===== config.mk =====
export PLATFORM = sky130hd
export DESIGN_NAME = rgb_to_hsv_converter_flat
export DESIGN_NICKNAME = d
export VERILOG_FILES = /design/src/design/rhsv_pkg.sv /design/src/design/rhsv_if.sv /design/src/design/rhsv_prep.sv /design/src/design/rhsv_cell.sv /design/src/design/rgb_to_hsv_converter.sv /design/src/flat_wrapper.sv
export SDC_FILE = /design/constraint.sdc
export NUM_CORES = 2
export LEC_CHECK = 0
export ABC_AREA = 1
export ABC_CLOCK_PERIOD_IN_PS = 3600
export BUFFER_PORTS_ARGS = -buffer_cell sky130_fd_sc_hd__buf_2
export CORE_UTILIZATION = 60
export DETAILED_ROUTE_END_ITERATION = 6
export PLACE_DENSITY_LB_ADDON = 0.12
export SYNTH_ARGS = -nofsm -noshare
export SYNTH_HDL_FRONTEND = slang
export SYNTH_HIERARCHICAL = 1
export SYNTH_SLANG_ARGS = --single-unit

===== constraint.sdc =====
create_clock -name clk_i -period 3.6 [get_ports clk_i]
set_input_delay 0 -clock clk_i [delete_from_list [all_inputs] [get_ports clk_i]]
set_output_delay 0 -clock clk_i [all_outputs]
set_load 0.01 [all_outputs]

===== src/design/rhsv_pkg.sv =====
package rhsv_pkg;

  // Field widths of the pixel and of the result.
  localparam int unsigned ChanW = 8;
  localparam int unsigned HueW  = 15;

  // Hue scale: one sixth of a turn and a full turn in 1/64-degree units.
  localparam logic [15:0] HueSixth = 16'd3840;
  localparam logic [15:0] HueFull  = 16'd23040;

  // Sector offsets for the green and blue sectors (red sector is zero).
  localparam logic [HueW-1:0] OffRed   = 15'd0;
  localparam logic [HueW-1:0] OffGreen = 15'd7680;
  localparam logic [HueW-1:0] OffBlue  = 15'd15360;

  // Divider geometry: 12 quotient bits, numerator up to 20 bits.
  localparam int unsigned QuoW   = 12;
  localparam int unsigned NumW   = QuoW + ChanW;
  localparam int unsigned NumCells = QuoW;

  // One division lane: partial remainder, numerator/quotient shift word and divisor.
  typedef struct packed {
    logic [ChanW-1:0] rem;
    logic [QuoW-1:0]  sh;
    logic [ChanW-1:0] div;
  } lane_t;

  // Everything that travels down the row of divider cells.
  typedef struct packed {
    logic             vld;
    lane_t            hue_l;
    lane_t            sat_l;
    logic [ChanW-1:0] val;
    logic [HueW-1:0]  offset;
    logic             neg;
  } stage_t;

endpackage


===== src/design/rhsv_if.sv =====
// Pixel channel: one RGB pixel per transaction.
interface rhsv_pix_if;
  import rhsv_pkg::*;

  logic             valid;
  logic             ready;
  logic [ChanW-1:0] red;
  logic [ChanW-1:0] green;
  logic [ChanW-1:0] blue;

  modport source (output valid, output red, output green, output blue, input ready);
  modport sink   (input valid, input red, input green, input blue, output ready);
endinterface

// Result channel: one HSV triple per transaction.
interface rhsv_hsv_if;
  import rhsv_pkg::*;

  logic             valid;
  logic             ready;
  logic [HueW-1:0]  hue;
  logic [ChanW-1:0] saturation;
  logic [ChanW-1:0] value;

  modport source (output valid, output hue, output saturation, output value, input ready);
  modport sink   (input valid, input hue, input saturation, input value, output ready);
endinterface


===== src/design/rhsv_prep.sv =====
module rhsv_prep (
  input  logic                      clk_i,
  input  logic                      rst_ni,
  input  logic                      en_i,
  input  logic                      vld_i,
  input  logic [rhsv_pkg::ChanW-1:0] red_i,
  input  logic [rhsv_pkg::ChanW-1:0] green_i,
  input  logic [rhsv_pkg::ChanW-1:0] blue_i,
  output rhsv_pkg::stage_t          stage_o
);
  import rhsv_pkg::*;

  logic [ChanW-1:0] mx, mn, delta, p, q, diff;
  logic [HueW-1:0]  offset;
  logic             neg;
  logic [NumW-1:0]  num_hue, num_sat;
  stage_t           stage_d, stage_q;

  // Largest and smallest channel, and the sector of the largest one.
  always_comb begin
    mx = (red_i > green_i) ? red_i : green_i;
    mx = (mx > blue_i) ? mx : blue_i;
    mn = (red_i < green_i) ? red_i : green_i;
    mn = (mn < blue_i) ? mn : blue_i;
    delta = mx - mn;
    if (mx == red_i) begin
      p = green_i;
      q = blue_i;
      offset = OffRed;
    end else if (mx == green_i) begin
      p = blue_i;
      q = red_i;
      offset = OffGreen;
    end else begin
      p = red_i;
      q = green_i;
      offset = OffBlue;
    end
    neg  = (p < q);
    diff = neg ? (q - p) : (p - q);
  end

  // Numerators: 3840 * diff (rounded up when negative) and 255 * delta, by shifts.
  always_comb begin
    num_hue = ({diff, 12'd0} - {4'd0, diff, 8'd0})
            + (neg ? {12'd0, delta - 8'd1} : '0);
    num_sat = {4'd0, delta, 8'd0} - {12'd0, delta};
  end

  // Load the first stage of the divider row; a zero divisor becomes one.
  always_comb begin
    stage_d.vld        = vld_i;
    stage_d.hue_l.rem  = num_hue[NumW-1:QuoW];
    stage_d.hue_l.sh   = num_hue[QuoW-1:0];
    stage_d.hue_l.div  = (delta == '0) ? ChanW'(1) : delta;
    stage_d.sat_l.rem  = num_sat[NumW-1:QuoW];
    stage_d.sat_l.sh   = num_sat[QuoW-1:0];
    stage_d.sat_l.div  = (mx == '0) ? ChanW'(1) : mx;
    stage_d.val        = mx;
    stage_d.offset     = offset;
    stage_d.neg        = neg;
  end

  // The stage register clears on reset and holds while the pipeline is stalled.
  always_ff @(posedge clk_i or negedge rst_ni) begin
    if (!rst_ni) begin
      stage_q <= '0;
    end else if (en_i) begin
      stage_q <= stage_d;
    end
  end

  assign stage_o = stage_q;

endmodule


===== src/design/rhsv_cell.sv =====
module rhsv_cell (
  input  logic             clk_i,
  input  logic             rst_ni,
  input  logic             en_i,
  input  rhsv_pkg::stage_t stage_i,
  output rhsv_pkg::stage_t stage_o
);
  import rhsv_pkg::*;

  stage_t stage_d, stage_q;

  // One restoring division step: bring down a numerator bit, subtract if it fits.
  function automatic lane_t div_step(lane_t l);
    logic [ChanW:0] trial;
    logic           ge;
    lane_t          r;
    trial  = {l.rem, l.sh[QuoW-1]};
    ge     = (trial >= {1'b0, l.div});
    r.rem  = ge ? ChanW'(trial - {1'b0, l.div}) : trial[ChanW-1:0];
    r.sh   = {l.sh[QuoW-2:0], ge};
    r.div  = l.div;
    return r;
  endfunction

  // Both lanes advance by one quotient bit; side data rides along.
  always_comb begin
    stage_d       = stage_i;
    stage_d.hue_l = div_step(stage_i.hue_l);
    stage_d.sat_l = div_step(stage_i.sat_l);
  end

  // The stage register clears on reset and holds while the pipeline is stalled.
  always_ff @(posedge clk_i or negedge rst_ni) begin
    if (!rst_ni) begin
      stage_q <= '0;
    end else if (en_i) begin
      stage_q <= stage_d;
    end
  end

  assign stage_o = stage_q;

endmodule


===== src/design/rgb_to_hsv_converter.sv =====
// A pixel passes through one operand stage, a row of 12 divider cells and one
// output register. Throughput: one pixel per cycle unless the output is held,
// set by the row of one-bit divider cells.
// When the output is held, the whole pipeline freezes and ready drops.
// Reset is asynchronous and active low; it clears all valid bits at once.
module rgb_to_hsv_converter (
  input  logic             clk_i,
  input  logic             rst_ni,
  rhsv_pix_if.sink         pix_i,
  rhsv_hsv_if.source       hsv_o
);
  import rhsv_pkg::*;

  stage_t          chain [0:NumCells];
  logic            en;
  logic [15:0]     hue_raw, hue_add, hue_wrap;
  logic            out_vld_q;
  logic [HueW-1:0]  hue_q;
  logic [ChanW-1:0] sat_q, val_q;

  // The pipeline advances whenever the output register is free or being drained.
  assign en          = !out_vld_q || hsv_o.ready;
  assign pix_i.ready = en;

  // Operand stage.
  rhsv_prep u_prep (
    .clk_i   (clk_i),
    .rst_ni  (rst_ni),
    .en_i    (en),
    .vld_i   (pix_i.valid),
    .red_i   (pix_i.red),
    .green_i (pix_i.green),
    .blue_i  (pix_i.blue),
    .stage_o (chain[0])
  );

  // Row of divider cells, one quotient bit each.
  for (genvar i = 0; i < NumCells; i++) begin : g_cell
    rhsv_cell u_cell (
      .clk_i   (clk_i),
      .rst_ni  (rst_ni),
      .en_i    (en),
      .stage_i (chain[i]),
      .stage_o (chain[i+1])
    );
  end

  // Hue assembly: add the sector offset, mirror negative quotients and wrap.
  always_comb begin
    hue_add  = chain[NumCells].neg ? (HueFull - {4'd0, chain[NumCells].hue_l.sh})
                                   : {4'd0, chain[NumCells].hue_l.sh};
    hue_raw  = {1'b0, chain[NumCells].offset} + hue_add;
    hue_wrap = (hue_raw >= HueFull) ? (hue_raw - HueFull) : hue_raw;
  end

  // Output register.
  always_ff @(posedge clk_i or negedge rst_ni) begin
    if (!rst_ni) begin
      out_vld_q <= 1'b0;
    end else if (en) begin
      out_vld_q <= chain[NumCells].vld;
    end
  end

  always_ff @(posedge clk_i) begin
    if (en && chain[NumCells].vld) begin
      hue_q <= hue_wrap[HueW-1:0];
      sat_q <= chain[NumCells].sat_l.sh[ChanW-1:0];
      val_q <= chain[NumCells].val;
    end
  end

  assign hsv_o.valid      = out_vld_q;
  assign hsv_o.hue        = hue_q;
  assign hsv_o.saturation = sat_q;
  assign hsv_o.value      = val_q;

endmodule


===== src/flat_wrapper.sv =====
// flat-port wrapper written by rule: the top's interface ports become plain ports
module rgb_to_hsv_converter_flat import rhsv_pkg::*;
  (clk_i, rst_ni, pix_i_valid, pix_i_red, pix_i_green, pix_i_blue, pix_i_ready, hsv_o_valid, hsv_o_hue, hsv_o_saturation, hsv_o_value, hsv_o_ready);
  rhsv_pix_if pix_i_i ();
  rhsv_hsv_if hsv_o_i ();
  input  logic clk_i;
  input  logic rst_ni;
  input wire logic [$bits(pix_i_i.valid)-1:0] pix_i_valid;
  input wire logic [$bits(pix_i_i.red)-1:0] pix_i_red;
  input wire logic [$bits(pix_i_i.green)-1:0] pix_i_green;
  input wire logic [$bits(pix_i_i.blue)-1:0] pix_i_blue;
  output wire logic [$bits(pix_i_i.ready)-1:0] pix_i_ready;
  output wire logic [$bits(hsv_o_i.valid)-1:0] hsv_o_valid;
  output wire logic [$bits(hsv_o_i.hue)-1:0] hsv_o_hue;
  output wire logic [$bits(hsv_o_i.saturation)-1:0] hsv_o_saturation;
  output wire logic [$bits(hsv_o_i.value)-1:0] hsv_o_value;
  input wire logic [$bits(hsv_o_i.ready)-1:0] hsv_o_ready;
  assign pix_i_i.valid = pix_i_valid;
  assign pix_i_i.red = pix_i_red;
  assign pix_i_i.green = pix_i_green;
  assign pix_i_i.blue = pix_i_blue;
  assign pix_i_ready = pix_i_i.ready;
  assign hsv_o_valid = hsv_o_i.valid;
  assign hsv_o_hue = hsv_o_i.hue;
  assign hsv_o_saturation = hsv_o_i.saturation;
  assign hsv_o_value = hsv_o_i.value;
  assign hsv_o_i.ready = hsv_o_ready;
  rgb_to_hsv_converter u_core (.clk_i(clk_i), .rst_ni(rst_ni), .pix_i(pix_i_i), .hsv_o(hsv_o_i));
endmodule

==> results.ini <==
[placement]
port_buffers = 60
dpl_cell_area_um2 = 58300
place_congestion = 0.905
hpwl_mm = 94.0
dp.cells = 8508

[finish]
n_antenna_cell = 0
mostFrequentLayoutCells = nand2_1, dfrtp_1, inv_1, nand3_1, buf_4
final_core_util = 0.705
nets = 7839
design_area_um2 = 63800
instances_no_fill = 8789
mostFrequentLayoutCell = nand2_1
n_fill_cell = 7447
syn_to_final_growth_pct = 15.8
drive_gt1_frac = 0.139

[global_routing]
antenna_found_initial = 0
grt_pass1_vias = 44300
grt_max_degree = 142
track_usage = 0.287
globalRoute.totalOverflow = 0
grt_pass1_wl_mm = 222

[setup_path]
crit_family = buffers and inverters
max_stage_delay_ps = 270
path_max_fanout = 7
cp-end-kind = flop
worst_path_most_repeated_cell = buf_4
critPathRequiredTime_ps = 4120
r2r_cells = 22
slowest_stage = ha_4
startpoint_type = primary input
cp_num_buf_inv = 17
cp_data_arrival_time_ps = 5640
critPathKind = in -> reg
cp.depth = 49

[floorplanning]
die_w_um = 305
die-area_um2 = 93100
rows = 110
coreArea_um2 = 90600
ios = 61
initial_core_util = 0.609
die_h_um = 305

[run]
drv_cap = 0

[routing]
vias = 45300
ant_nets = 0
drtPass1Iterations = 6
drt-total-wl_mm = 132
vias_per_cell = 5.16
drt_first_iter_violations = 3391
drc_errors = 0
avgRoutedWirePerCell_um = 15.1

[pwr]
p_leak_nw = 34.9
ir_drop_mv = 1.03
powerDensity_nw_per_um2 = 1080
p_total_w = 0.0690

[clock_tree]
max-clock-path-buffers = 3
cts_sinks = 996
cts_tree = yes
clkTransAtPathRegs_ps = 60
clk_latency_ps = 690
cts_made_buffers = 105
cts-htree-levels = 3
root_buffer = clkbuf_16

[hold_path]
min_path_type = in -> reg
hold_depth = 3

[sta]
fin_hold_ws_ps = 31.5
clock_skew_ps = 30.4
min_period_ps = 5120
fmax_mhz = 195
finalWorstSetupSlack_ps = -1520
setup_violations = 34
rsz0062_at_grt = yes
tightest_slew_ps = 1020
slew_viol_final = 0
hold_viol = 0
maxSlewHeadroom = 0.317
finalCritPeriodShare = 1.42

[yosys]
syn-instance-count = 7255
syn_area_um2 = 55100
ys_warn_count = 6
avgSynthCellArea_um2 = 7.60

[outcome]
outcome = finished, violations left
violations = negative setup slack

## area by class of cell
cell class	instances	area [um^2]	share of cell area
clock buffer	146	3000	0.0470
clock inverter	50	629	0.00986
inverter	869	3310	0.0519
multi-input combinational	5150	26800	0.420
sequential	996	25100	0.393
tap	1176	1470	0.0231
timing repair buffer	402	3550	0.0557
## sequential cells by signal (all words and copies together), names as in the netlist
signal,cells
u_core/hsv_o.saturation,8
u_core/hsv_o.hue,15
u_core/hsv_o.valid,1
u_core/u_prep/stage_o,66
u_core/g_cell.u_cell/stage_o,898
u_core/hsv_o.value,8
## power by group
group / total, W / switching [W] / internal, W
combinational: 0.0372 / 0.0231 / 0.0141
sequential: 0.0206 / 0.00371 / 0.0169
clock: 0.0112 / 0.00455 / 0.00664
## worst min-delay path, stage by stage
cell and delay (ps):
buf_2 100, inv_1 130, a21oi_4 270
## final timing paths
kind | start | end | slack, ps
worst max-delay path | pix_i_green[5] | u_core/u_prep/stage_o[76] | -1520
worst min-delay path | hsv_o_ready | u_core/hsv_o.saturation[2] | 30
worst max register to register | u_core/g_cell[11].u_cell/stage_o[61] | u_core/hsv_o.hue[13] | 280
worst min register to register | u_core/g_cell[11].u_cell/stage_o[16] | u_core/hsv_o.value[0] | 450
max in group asynchronous | rst_ni | u_core/g_cell[10].u_cell/stage_o[32] | 1710
min in group asynchronous | rst_ni | u_core/g_cell[10].u_cell/stage_o[31] | 490
## routing by layer
layer / vias to the layer above / share of wire / GRT usage
met5: - / 0 / 0
met3: 245 / 0.031 / 0.0289
met2: 759 / 0.49 / 0.496
li1: 23000 / - / -
met1: 21300 / 0.45 / 0.381
met4: 0 / 0.029 / 0.0892
## stage by stage
stage | setup WS [ps] | setup TNS [ps]
final | -1520 | -23370
after global routing | -2090 | -35880
after CTS | -1300 | -40340
after detailed placement | -2290 | -56940
after global placement | -2280 | -54970
after floorplan | -1600 | -27850
## repair_timing
item / in CTS / in global routing
setup buffers: 58 / 35
endpoints found under the setup margin: 36 / 54
cloned: 6 / 0
hold buffers: 7 / 0
pin swaps: 88 / 80
gates resized for setup: 233 / 95
hold endpoints to repair: 281 / 0
(Power assumes the default switching activity.)
